$ cat config.mk
export PLATFORM = sky130hd
export DESIGN_NAME = gnms_window
export DESIGN_NICKNAME = d
export VERILOG_FILES = /design/src/hdl/gnms_pkg.sv /design/src/hdl/gnms_window.sv
export SDC_FILE = /design/constraint.sdc
export NUM_CORES = 1
export LEC_CHECK = 0
export BUFFER_PORTS_ARGS = -buffer_cell sky130_fd_sc_hd__buf_2
export CAP_MARGIN = 5
export CORE_ASPECT_RATIO = 0.9
export CORE_UTILIZATION = 50
export DETAILED_ROUTE_END_ITERATION = 6
export PLACE_DENSITY_LB_ADDON = 0.1
export SLEW_MARGIN = 20
export SYNTH_ARGS = -nofsm -noshare
export SYNTH_HDL_FRONTEND = slang
export SYNTH_SLANG_ARGS = --single-unit
$ cat constraint.sdc
create_clock -name aclk -period 7.3 [get_ports aclk]
set_clock_uncertainty 0.15 [all_clocks]
set_input_delay 0.73 -clock aclk [delete_from_list [all_inputs] [get_ports aclk]]
set_output_delay 0.73 -clock aclk [all_outputs]
set_load 0.01 [all_outputs]
$ cat src/hdl/gnms_pkg.sv
package gnms_pkg;

    localparam int MAX_WIDTH      = 1024;
    localparam int MAX_HEIGHT     = 4096;
    localparam int KERNEL_DIM     = 3;
    localparam int MAG_W          = 16;
    localparam int DIR_FRAC_BITS  = 8;
    localparam int DIR_W          = DIR_FRAC_BITS + 1;
    localparam int ADDR_W         = $clog2(MAX_WIDTH);
    localparam int COL_W          = 10;
    localparam int ROW_W          = 12;
    localparam int FW_W           = 11;
    localparam int FH_W           = 13;
    localparam int CFG_IDX_W      = 1;
    localparam int CFG_DATA_W     = 13;
    localparam int S_TDATA_W      = 32;
    localparam int M_TDATA_W      = 40;

    // Register indexes of the configuration port
    localparam logic [CFG_IDX_W-1:0] CFG_FRAME_WIDTH  = 1'd0;
    localparam logic [CFG_IDX_W-1:0] CFG_FRAME_HEIGHT = 1'd1;

    localparam logic [FW_W-1:0] FW_RESET = 11'd640;
    localparam logic [FH_W-1:0] FH_RESET = 13'd480;
    localparam logic [FW_W-1:0] FW_MIN   = FW_W'(KERNEL_DIM);
    localparam logic [FW_W-1:0] FW_MAX   = FW_W'(MAX_WIDTH);
    localparam logic [FH_W-1:0] FH_MIN   = FH_W'(KERNEL_DIM);
    localparam logic [FH_W-1:0] FH_MAX   = FH_W'(MAX_HEIGHT);

    // Sector bounds at 1/8, 3/8, 5/8 and 7/8 of the direction range
    localparam int DIR_UNIT = 1 << (DIR_FRAC_BITS - 3);
    localparam logic [DIR_W-1:0] DIR_B1 = DIR_W'(1 * DIR_UNIT);
    localparam logic [DIR_W-1:0] DIR_B3 = DIR_W'(3 * DIR_UNIT);
    localparam logic [DIR_W-1:0] DIR_B5 = DIR_W'(5 * DIR_UNIT);
    localparam logic [DIR_W-1:0] DIR_B7 = DIR_W'(7 * DIR_UNIT);

    typedef enum logic [1:0] {
        SECT_HORZ  = 2'd0,
        SECT_D45   = 2'd1,
        SECT_VERT  = 2'd2,
        SECT_D135  = 2'd3
    } sector_t;

    // One column entry of the line stores, read or written as a group
    typedef struct packed {
        logic [MAG_W-1:0] upper_mag;
        logic [MAG_W-1:0] middle_mag;
        logic [DIR_W-1:0] middle_dir;
    } line_word_t;

    function automatic sector_t dir_sector(input logic [DIR_W-1:0] d);
        sector_t s;
        if (d < DIR_B1 || d >= DIR_B7) begin
            s = SECT_HORZ;
        end else if (d < DIR_B3) begin
            s = SECT_D45;
        end else if (d < DIR_B5) begin
            s = SECT_VERT;
        end else begin
            s = SECT_D135;
        end
        return s;
    endfunction

endpackage

$ cat src/hdl/gnms_window.sv
module gnms_window (
    input  logic                       aclk,
    input  logic                       aresetn,
    input  logic                       advance,
    input  gnms_pkg::line_word_t       line_rd,
    input  logic [gnms_pkg::MAG_W-1:0] new_mag,
    output logic [gnms_pkg::MAG_W-1:0] kept_mag
);
    import gnms_pkg::*;

    // rows: upper, middle, lower; columns: left, center, right
    logic [MAG_W-1:0] win_reg  [KERNEL_DIM][KERNEL_DIM];
    logic [MAG_W-1:0] win_next [KERNEL_DIM][KERNEL_DIM];
    logic [DIR_W-1:0] center_dir_reg;
    logic [MAG_W-1:0] side_a;
    logic [MAG_W-1:0] side_b;
    logic [MAG_W-1:0] center;

    always_comb begin
        for (int r = 0; r < KERNEL_DIM; r++) begin
            for (int c = 0; c < KERNEL_DIM - 1; c++) begin
                win_next[r][c] = win_reg[r][c+1];
            end
        end
        win_next[0][KERNEL_DIM-1] = line_rd.upper_mag;
        win_next[1][KERNEL_DIM-1] = line_rd.middle_mag;
        win_next[2][KERNEL_DIM-1] = new_mag;
    end

    always_ff @(posedge aclk) begin
        if (!aresetn) begin
            for (int r = 0; r < KERNEL_DIM; r++) begin
                for (int c = 0; c < KERNEL_DIM; c++) begin
                    win_reg[r][c] <= '0;
                end
            end
            center_dir_reg <= '0;
        end else if (advance) begin
            win_reg        <= win_next;
            center_dir_reg <= line_rd.middle_dir;
        end
    end

    // Pick the neighbor pair along the gradient of the center pixel
    always_comb begin
        center = win_next[1][1];
        case (dir_sector(center_dir_reg))
            SECT_HORZ: begin
                side_a = win_next[1][0];
                side_b = win_next[1][2];
            end
            SECT_D45: begin
                side_a = win_next[0][2];
                side_b = win_next[2][0];
            end
            SECT_VERT: begin
                side_a = win_next[0][1];
                side_b = win_next[2][1];
            end
            SECT_D135: begin
                side_a = win_next[0][0];
                side_b = win_next[2][2];
            end
            default: begin
                side_a = win_next[1][0];
                side_b = win_next[1][2];
            end
        endcase
        kept_mag = (center >= side_a && center >= side_b) ? center : '0;
    end

endmodule

==> results.sh, run 1 <==
export IMPL_regToRegEndpoint="center_dir_reg[7]$_SDFFE_PN0P_"
export IMPL_layout_min_cycle_time_ns=4.58
export IMPL_start_util=0.515
export IMPL_async_flop_share=0
export IMPL_crit_family="compound AO/OA/AOI/OAI gates"
export IMPL_grt_util_all_layers=0.213
export IMPL_placedCellCount=752
export IMPL_finalSetupViolCount=0
export IMPL_io_pins=76
export IMPL_synth_enable_flop_cells=0
export IMPL_vias=4008
export IMPL_largest_reg_flops=80
export IMPL_synthCells=562
export IMPL_timing_fmax_mhz=218
export IMPL_dieArea_um2=11700
export IMPL_drt_drc_violations_left=0
export IMPL_rsz0062_at_grt="false"
export IMPL_cpMaxStageDelayCell="buf_4"
export IMPL_antenna_cells=0
export IMPL_end_kind="output pin"
export IMPL_rrSetupSlack_ns=5.95
export IMPL_maxSlewViolCount=0
export IMPL_crit_path_cell_trace="nand2_1 > xor2_1 > nor2_2 > buf_4 > mux2_2 > o21ai_0 > ha_1 > o21ai_1 > a211o_1 > o32ai_1 > o22a_2 > and2_1 > buf_2"
export IMPL_cts_sinks=100
export IMPL_tightest_slew_ns=1.02
export IMPL_core_area_um2=10900
export IMPL_finalNonFillerCells=768
export IMPL_yosys_warnings=0
export IMPL_num_nets_final=703
export IMPL_cts_setup_buffers=0
export IMPL_holdPathStages=2
export IMPL_maxCapViolCount=0
export IMPL_fillCellCount=997
export IMPL_routedWlPerCell_um=15.2
export IMPL_post_cts_resized=0
export IMPL_synth_top_cell_area_share=0.356
export IMPL_dr_pass1_iters=4
export IMPL_clockRootBuffer="clkbuf_16"
export IMPL_cts_htree_levels=3
export IMPL_fin_area_um2=6360
export IMPL_status="complete, no violations"
export IMPL_clkLatencyLatePin_ns=0.35
export IMPL_worstHoldStart="win_next[88]$_SDFFE_PN0P_"
export IMPL_io_buffers=70
export IMPL_cts_hold_buf=0
export IMPL_cp_data_arrival_time_ns=3.70
export IMPL_ys_seq_area_frac=0.356
export IMPL_antenna_found_initial=0
export IMPL_die_height_um=103
export IMPL_grt_pass1_wl_um=19400
export IMPL_drt_total_wl_um=11700
export IMPL_die_w_um=114
export IMPL_min_path_type="flip-flop to flip-flop"
export IMPL_place_gp_congestion=0.781
export IMPL_ys_seq_elements=100
export IMPL_fin_tns_setup_ns=0
export IMPL_gr_total_overflow=0
export IMPL_cp_num_buf_inv=2
export IMPL_cts_buffers=9
export IMPL_slew_headroom=0.322
export IMPL_clk_pin_slew_ns=0.06
export IMPL_crit_reg2reg_launch="center_dir_reg[7]$_SDFFE_PN0P_"
export IMPL_path_class="flip-flop to output pin"
export IMPL_dp_hpwl_um=7740
export IMPL_post_drt_via_cell_ratio=5.22
export IMPL_ant_nets=0
export IMPL_synth_avg_cell_area_um2=10.0
export IMPL_cts_path_max_buffers=2
export IMPL_cp_required_ns=6.42
export IMPL_synth_common_cells="136 x mux2i_1, 100 x dfxtp_1, 100 x nor2b_1, 37 x nand2_1, 32 x ha_1"
export IMPL_area_delta_synth_final_pct=13.1
export IMPL_p_leak_uw=0.00274
export IMPL_synth_area_um2=5620
export IMPL_grt_max_degree=101
export IMPL_yosys_top_cells_area="dfxtp_1 36%, mux2i_1 24%, nor2b_1 11%"
export IMPL_holdPathEnd="win_next[88]$_SDFFE_PN0P_"
export IMPL_hold_viol_final=0
export IMPL_reg2regPathDepth=3
export IMPL_vdd_ir_drop_max_mv=0.168
export IMPL_synthDistinctLibCells=32
export IMPL_p_per_area_nw_per_um2=214
export IMPL_crit_fanout=32
export IMPL_ys_flop_type="dfxtp_1"
export IMPL_drive_gt1_frac=0.224
export IMPL_yosysTopAreaCell="dfxtp_1"
export IMPL_drt_first_iter_violations=168
export IMPL_placement_cell_area_um2=6040
export IMPL_min_period_over_period=0.627
export IMPL_cts_tree="yes"
export IMPL_grt_pass1_vias=3963
export IMPL_whs_ns=0.365
export IMPL_yosysMostFrequentCell="mux2i_1"
export IMPL_utilization=0.583
export IMPL_critPathMaxStageDelay_ns=0.45
export IMPL_row_count=36
export IMPL_syn_nets=654
export IMPL_critPathLaunchType="flip-flop"
power by group:
group	total, uW	switching [uW]	internal (uW)
combinational	250	130	121
sequential	593	21.2	572
clock	515	205	310
total	1360	356	1000
cells in the final DEF (no fill, tap or decap), types with 3 or more instances in the layout:
| master | synthesis | layout |
|---|---|---|
| a21oi_1 | 12 | 12 |
| and2_1 | 6 | 6 |
| and2_2 | 6 | 6 |
| and2_4 | 4 | 4 |
| buf_2 | 17 | 69 |
| buf_4 | 1 | 6 |
| clkbuf_16 | 0 | 9 |
| dfxtp_1 | 100 | 99 |
| ha_1 | 32 | 32 |
| inv_1 | 3 | 3 |
| mux2_2 | 30 | 30 |
| mux2i_1 | 136 | 136 |
| nand2_1 | 37 | 37 |
| nand4_1 | 6 | 6 |
| nor2b_1 | 100 | 100 |
| o21a_1 | 4 | 4 |
| o21ai_0 | 21 | 21 |
| o21ai_1 | 11 | 11 |
per-layer routing:
| metal | GRT usage | wire, um |
|---|---|---|
| met4 | 0.0567 | 144 |
| met2 | 0.374 | 5740 |
| met3 | 0.0417 | 373 |
| met5 | 0 | 0 |
| met1 | 0.267 | 5450 |
stage by stage:
stage / setup slack, ns / power, uW
2_1_floorplan: 3.69 / 789
3_3_place_gp: 3.15 / 850
3_5_place_dp: 3.08 / 858
4_1_cts: 2.71 / 1380
5_1_grt: 2.41 / 1430
6_report: 2.72 / 1360
how the worst max path moves through the flow:
stage / startpoint / endpoint / slack, ns / cells past startpoint
finish: center_dir_reg[6]$_SDFFE_PN0P_ / kept_mag[10] / 2.72 / 13
global route: center_dir_reg[5]$_SDFFE_PN0P_ / kept_mag[10] / 2.41 / 13
CTS: center_dir_reg[6]$_SDFFE_PN0P_ / kept_mag[15] / 2.71 / 13
detailed placement: center_dir_reg[6]$_SDFFE_PN0P_ / kept_mag[15] / 3.08 / 13
global placement: center_dir_reg[6]$_SDFFE_PN0P_ / kept_mag[11] / 3.15 / 13
floorplan: center_dir_reg[7]$_SDFFE_PN0P_ / kept_mag[10] / 3.69 / 13
worst register-to-register path: stages, from the launching register on:
cell and delay (ns):
dfxtp_2 0.33, buf_4 0.53, mux2i_1 0.15, nor2b_1 0.12
kinds of logic (layout without fill, tap and decap cells):
family                     Yosys count  in the layout  share of synthesized area
muxes                              166            166                      0.302
buffers and inverters               40             94                     0.0325
and+or+nand+nor                    165            165                      0.171
adders and majority gates           32             32                     0.0713
AOI/OAI and AO/OA                   57             57                     0.0632
DFF                                100            100                      0.356
xor gates and xnor gates             2              2                    0.00312
cell type report:
cell class              count  area, um^2  area share
flip-flops and latches    100        2000       0.315
well taps                 152         190      0.0299
repair buffers             75         390      0.0614
clock inverters             4        72.6      0.0114
clock buffers              12         246      0.0388
inverters                   3        11.3     0.00177
multi-input cells         422        3440       0.542
Power figures use the tool's default switching activity.
==> run 2, diff against run 1 <==
==> constraint.sdc (replaced) <==
create_clock -name aclk -period 3.7 [get_ports aclk]
set_clock_uncertainty 0.15 [all_clocks]
set_input_delay 0.37 -clock aclk [delete_from_list [all_inputs] [get_ports aclk]]
set_output_delay 0.37 -clock aclk [all_outputs]
set_load 0.01 [all_outputs]
==> run 2 against run 1 <==
  * The run now ends with negative setup slack left
  * Sequential power increased by 97%
  * Flip-flop and latch count unchanged
  * Clock power increased by 130%
  * First-iteration DRC count decreased by 17%
  * Setup slack got worse by 2.9 ns
  * Utilization increased by 6.1 points
  * Power increased by 120%
  * Critical path depth increased by 2
  * Combinational power increased to 2.6 times the previous value
  * Register-to-register slack got worse by 3.6 ns
  * Worst hold slack got worse by 0.23 ns
  * Critical endpoint is now kept_mag[1]
  * Largest cell class unchanged
  * Highest routed layer unchanged
==> results.sh, run 2 (synthesized netlist as in run 1, its figures left out) <==
export IMPL_status="finished, violations left"
export IMPL_violations="negative setup slack"
export IMPL_fin_ws_ns=-0.218
export IMPL_grt_max_degree=63
export IMPL_path_class="flip-flop to output pin"
export IMPL_die_height_um=103
export IMPL_end_kind="output pin"
export IMPL_dr_pass1_iters=4
export IMPL_grt_pass1_vias=4121
export IMPL_maxCapViolCount=0
export IMPL_clkLatencyLatePin_ns=0.34
export IMPL_vdd_ir_drop_max_mv=0.277
export IMPL_crit_family="compound AO/OA/AOI/OAI gates"
export IMPL_finalNonFillerCells=793
export IMPL_fin_area_um2=7020
export IMPL_min_path_type="primary input to flip-flop"
export IMPL_start_util=0.515
export IMPL_io_buffers=70
export IMPL_maxSlewViolCount=0
export IMPL_cp_required_ns=3.18
export IMPL_rsz0062_at_grt="true"
export IMPL_cts_htree_levels=3
export IMPL_dieArea_um2=11700
export IMPL_drt_first_iter_violations=140
export IMPL_cts_tree="yes"
export IMPL_area_delta_synth_final_pct=25.0
export IMPL_layout_min_cycle_time_ns=3.92
export IMPL_gr_total_overflow=0
export IMPL_vias=4166
export IMPL_critPathLaunchType="flip-flop"
export IMPL_antenna_cells=0
export IMPL_io_pins=76
export IMPL_final_common_cell="mux2i_1"
export IMPL_drive_gt1_frac=0.307
export IMPL_crit_path_cell_trace="nand2_2 > xor2_1 > nor2_2 > buf_6 > buf_8 > mux2_4 > o21ai_2 > ha_1 > nand4_1 > a211o_1 > o32ai_2 > o22a_2 > clkbuf_16 > and2_4 > buf_6"
export IMPL_slew_headroom=0.444
export IMPL_critPathMaxStageDelay_ns=0.33
export IMPL_whs_ns=0.138
export IMPL_min_period_over_period=1.06
export IMPL_p_leak_uw=0.00299
export IMPL_placement_cell_area_um2=6080
export IMPL_cpMostUsedCell="buf_6"
export IMPL_fin_total_pwr_uw=2970
export IMPL_tightest_slew_ns=0.833
export IMPL_dp_hpwl_um=7810
export IMPL_cp_num_buf_inv=4
export IMPL_die_w_um=114
export IMPL_cts_sinks=100
export IMPL_cpMaxStageDelayCell="dfxtp_2"
export IMPL_core_area_um2=10900
export IMPL_cts_path_max_buffers=2
export IMPL_finalSetupViolCount=16
export IMPL_crit_fanout=6
export IMPL_antenna_found_initial=0
export IMPL_row_count=36
export IMPL_routedWlPerCell_um=16.4
export IMPL_grt_util_all_layers=0.218
export IMPL_rrSetupSlack_ns=2.35
export IMPL_num_nets_final=728
export IMPL_cp_data_arrival_time_ns=3.40
export IMPL_post_drt_via_cell_ratio=5.25
export IMPL_clockRootBuffer="clkbuf_16"
export IMPL_pre_cts_ws_ns=0.0772
export IMPL_largest_reg_flops=80
export IMPL_place_gp_congestion=0.828
export IMPL_ant_nets=0
export IMPL_drt_total_wl_um=13000
export IMPL_placedCellCount=754
export IMPL_hold_viol_final=0
export IMPL_clk_pin_slew_ns=0.06
export IMPL_layout_common_cells="136 x mux2i_1, 100 x nor2b_1, 97 x dfxtp_1"
export IMPL_p_per_area_nw_per_um2=423
export IMPL_cts_buffers=9
export IMPL_timing_fmax_mhz=255
export IMPL_grt_pass1_wl_um=19700
export IMPL_drt_drc_violations_left=0
[run 2: layout make-up]
| cell class | instances | area (um^2) |
|---|---|---|
| Tap cell | 152 | 190 |
| Sequential cell | 100 | 2010 |
| Fill cell | 894 | 3880 |
| Multi-Input combinational cell | 422 | 3630 |
| Inverter | 3 | 11.3 |
| Clock inverter | 6 | 135 |
| Clock buffer | 10 | 239 |
| Timing Repair Buffer | 100 | 811 |
[run 2: repair_timing]
action,CTS,global route
cloned,2,2
hold endpoints to repair,0,0
setup buffers,16,3
gates resized for setup,63,34
setup endpoints to repair,16,16
hold buffers,0,0
pin swaps,22,16
[run 2: routing by layer]
metal	track usage	part of all wire	up-vias
met5	0	0	-
met4	0.0587	0.012	0
met3	0.0423	0.025	15
met2	0.410	0.52	61
met1	0.255	0.44	1981
li1	-	-	2109
[run 2: per-stage QoR]
stage,util,TNS (ns)
3_5_place_dp,0.558,0
5_1_grt,0.644,-4.63
2_1_floorplan,-,0
6_report,0.644,-3.09
3_3_place_gp,0.558,0
4_1_cts,0.625,-1.20
[run 2: worst reg2reg max path, stage by stage, from the launching register on]
cell and delay [ns]:
dfxtp_2 0.33, buf_4 0.53, mux2i_1 0.15, nor2b_1 0.12
[run 2: worst paths after layout]
kind	cells past startpoint	endpoint	start
worst min-delay path	3	center_dir_reg[7]$_SDFFE_PN0P_	line_rd[7]
worst max register to register	3	center_dir_reg[7]$_SDFFE_PN0P_	center_dir_reg[7]$_SDFFE_PN0P_
worst min register to register	2	win_next[129]$_SDFFE_PN0P_	win_next[129]$_SDFFE_PN0P_
worst max-delay path	15	kept_mag[1]	center_dir_reg[6]$_SDFFE_PN0P_
[run 2: report_power, final]
| group | leakage (uW) | switching [uW] | internal, uW | total (uW) |
|---|---|---|---|---|
| Sequential | 0.000821 | 44.2 | 1130 | 1170 |
| Clock | 0.000175 | 409 | 748 | 1160 |
| Combinational | 0.00199 | 313 | 329 | 641 |
==> run 3, diff against run 2 <==
--- a/config.mk
+++ b/config.mk
@@ -5,10 +5,11 @@
 export SDC_FILE = /design/constraint.sdc
 export NUM_CORES = 1
 export LEC_CHECK = 0
+export ABC_AREA = 0
 export BUFFER_PORTS_ARGS = -buffer_cell sky130_fd_sc_hd__buf_2
 export CAP_MARGIN = 5
 export CORE_ASPECT_RATIO = 0.9
-export CORE_UTILIZATION = 50
+export CORE_UTILIZATION = 52
 export DETAILED_ROUTE_END_ITERATION = 6
 export PLACE_DENSITY_LB_ADDON = 0.1
 export SLEW_MARGIN = 20
==> run 3 against run 2 <==
  * The flow finishes with violations (design-rule violations, negative setup slack)
  * Register-to-register slack barely moved
  * Highest routed layer unchanged
  * Routed wire length fell by 2.8%
  * Largest power group unchanged
  * Utilization rose by 1.3 points
==> results.sh, run 3 (synthesized netlist as in run 1, its figures left out) <==
export IMPL_crit_fanout=11
export IMPL_drt_drc_violations_left=4
export IMPL_clkLatencyLatePin_ns=0.34
export IMPL_cts_htree_levels=3
export IMPL_netSwitchingPower_uw=735
export IMPL_maxCapViolCount=0
export IMPL_io_pins=76
export IMPL_internal_power_uw=2030
export IMPL_tightest_slew_ns=0.774
export IMPL_antenna_found_initial=0
export IMPL_hold_viol_final=0
export IMPL_min_period_over_period=1.04
export IMPL_cts_buffers=9
export IMPL_antenna_cells=0
export IMPL_clockRootBuffer="clkbuf_16"
export IMPL_p_per_area_nw_per_um2=405
export IMPL_clk_pin_slew_ns=0.06
export IMPL_grt_pass1_vias=4254
export IMPL_cp_num_buf_inv=5
export IMPL_vias=4153
export IMPL_cts_path_max_buffers=2
export IMPL_fin_ws_ns=-0.145
export IMPL_core_area_um2=10400
export IMPL_final_common_cell="mux2i_1"
export IMPL_drt_first_iter_violations=121
export IMPL_cp_required_ns=3.18
export IMPL_routedWlPerCell_um=16.5
export IMPL_status="finished, violations left"
export IMPL_drt_total_wl_um=12700
export IMPL_dieArea_um2=11200
export IMPL_p_clk_frac=0.350
export IMPL_cpMaxStageDelayCell="dfxtp_2"
export IMPL_finalSetupViolCount=16
export IMPL_row_count=35
export IMPL_gr_total_overflow=0
export IMPL_min_path_type="primary input to flip-flop"
export IMPL_p_leak_uw=0.00296
export IMPL_layout_common_cells="136 x mux2i_1, 100 x nor2b_1, 97 x dfxtp_1"
export IMPL_violations="design-rule violations, negative setup slack"
export IMPL_layout_min_cycle_time_ns=3.85
export IMPL_dp_hpwl_um=8020
export IMPL_die_height_um=101
export IMPL_ant_nets=0
export IMPL_fin_total_pwr_uw=2760
export IMPL_start_util=0.541
export IMPL_path_class="flip-flop to output pin"
export IMPL_fin_tns_setup_ns=-1.92
export IMPL_crit_family="simple AND/OR/NAND/NOR gates"
export IMPL_critPathLaunchType="flip-flop"
export IMPL_cp_data_arrival_time_ns=3.33
export IMPL_grt_pass1_wl_um=20700
export IMPL_maxSlewViolCount=0
export IMPL_cts_sinks=100
export IMPL_critPathMaxStageDelay_ns=0.34
export IMPL_num_nets_final=725
export IMPL_drive_gt1_frac=0.292
export IMPL_grt_max_degree=71
export IMPL_grt_util_all_layers=0.234
export IMPL_place_gp_congestion=0.845
export IMPL_crit_path_cell_trace="nand2_2 > xor2_1 > nor2_2 > buf_6 > buf_6 > mux2_2 > o21ai_2 > ha_1 > nand4_1 > buf_4 > or2_2 > o32ai_2 > o22a_2 > buf_12 > and2_4 > buf_2"
export IMPL_p_seq_frac=0.425
export IMPL_dr_pass1_iters=6
export IMPL_rsz0062_at_grt="true"
export IMPL_cts_tree="yes"
export IMPL_cpMostUsedCell="buf_6"
export IMPL_timing_fmax_mhz=260
export IMPL_io_buffers=70
export IMPL_post_drt_via_cell_ratio=5.42
export IMPL_die_w_um=112
export IMPL_p_sw_frac=0.266
export IMPL_vdd_ir_drop_max_mv=0.266
export IMPL_end_kind="output pin"
export IMPL_largest_reg_flops=80
export IMPL_area_delta_synth_final_pct=21.4
export IMPL_pwr_share_comb=0.225
export IMPL_slew_headroom=0.484
-- run 3: cell count changes in the layout (fill, tap and decap cells not counted), sizes merged --
cell	previous run	this run
buf	98	97
bufinv	4	1
clkbuf	12	14
clkinvlp	2	0
-- run 3: worst reg2reg max path, stage by stage, from the launching register on --
cell	delay (ns)
dfxtp_2	0.33
buf_4	0.53
mux2i_1	0.15
nor2b_1	0.12
-- run 3: layout make-up --
type                    instances  area [um^2]
multi-input cells             422         3600
well taps                     129          161
fillers                       874         3560
repair buffers                 97          739
clock inverters                 1         30.0
inverters                       3         11.3
flip-flops and latches        100         2010
clock buffers                  14          274
-- run 3: power groups by stage --
stage | combinational, uW | clock [uW] | sequential, uW
4_1_cts | 612 | 988 | 1170
3_5_place_dp | 504 | 0 | 1200
2_1_floorplan | 377 | 0 | 1180
3_3_place_gp | 489 | 0 | 1190
5_1_grt | 679 | 1030 | 1180
6_report | 621 | 966 | 1170
-- run 3: metal layers --
metal / routed length, um / global-route usage / share of wire / vias to the layer above
met5: 0 / 0 / 0 / -
met4: 242 / 0.0821 / 0.019 / 0
met3: 382 / 0.0493 / 0.030 / 17
met2: 6250 / 0.425 / 0.49 / 68
met1: 5790 / 0.276 / 0.46 / 1966
li1: - / - / - / 2102
-- run 3: metrics by stage --
| stage | cell area (um^2) | std cells | utilization | hold WS (ns) | setup WS, ns |
|---|---|---|---|---|---|
| 2_1_floorplan | 5620 | 562 | - | 0.328 | 0.452 |
| 5_1_grt | 6820 | 766 | 0.657 | 0.139 | -0.294 |
| 4_1_cts | 6810 | 765 | 0.656 | 0.128 | -0.111 |
| 6_report | 6820 | 766 | 0.657 | 0.136 | -0.145 |
| 3_3_place_gp | 6060 | 731 | 0.584 | 0.344 | 0.164 |
| 3_5_place_dp | 6060 | 731 | 0.584 | 0.352 | 0.0700 |
-- run 3: path summary, 6_finish.rpt --
kind,start,endpoint,slack [ns],cells after the start
worst max register to register,center_dir_reg[7]$_SDFFE_PN0P_,center_dir_reg[7]$_SDFFE_PN0P_,2.35,3
worst min-delay path,line_rd[7],center_dir_reg[7]$_SDFFE_PN0P_,0.14,3
worst max-delay path,center_dir_reg[6]$_SDFFE_PN0P_,kept_mag[11],-0.15,16
worst min register to register,win_next[92]$_SDFFE_PN0P_,win_next[92]$_SDFFE_PN0P_,0.37,2
-- run 3: repair_timing --
| action | 4_1_cts | 5_1_grt |
|---|---|---|
| cloned | 3 | 0 |
| setup endpoints to repair | 16 | 16 |
| hold buffers | 0 | 0 |
| pin swaps | 23 | 2 |
| buffers inserted | 16 | 1 |
| gates resized for setup | 73 | 0 |
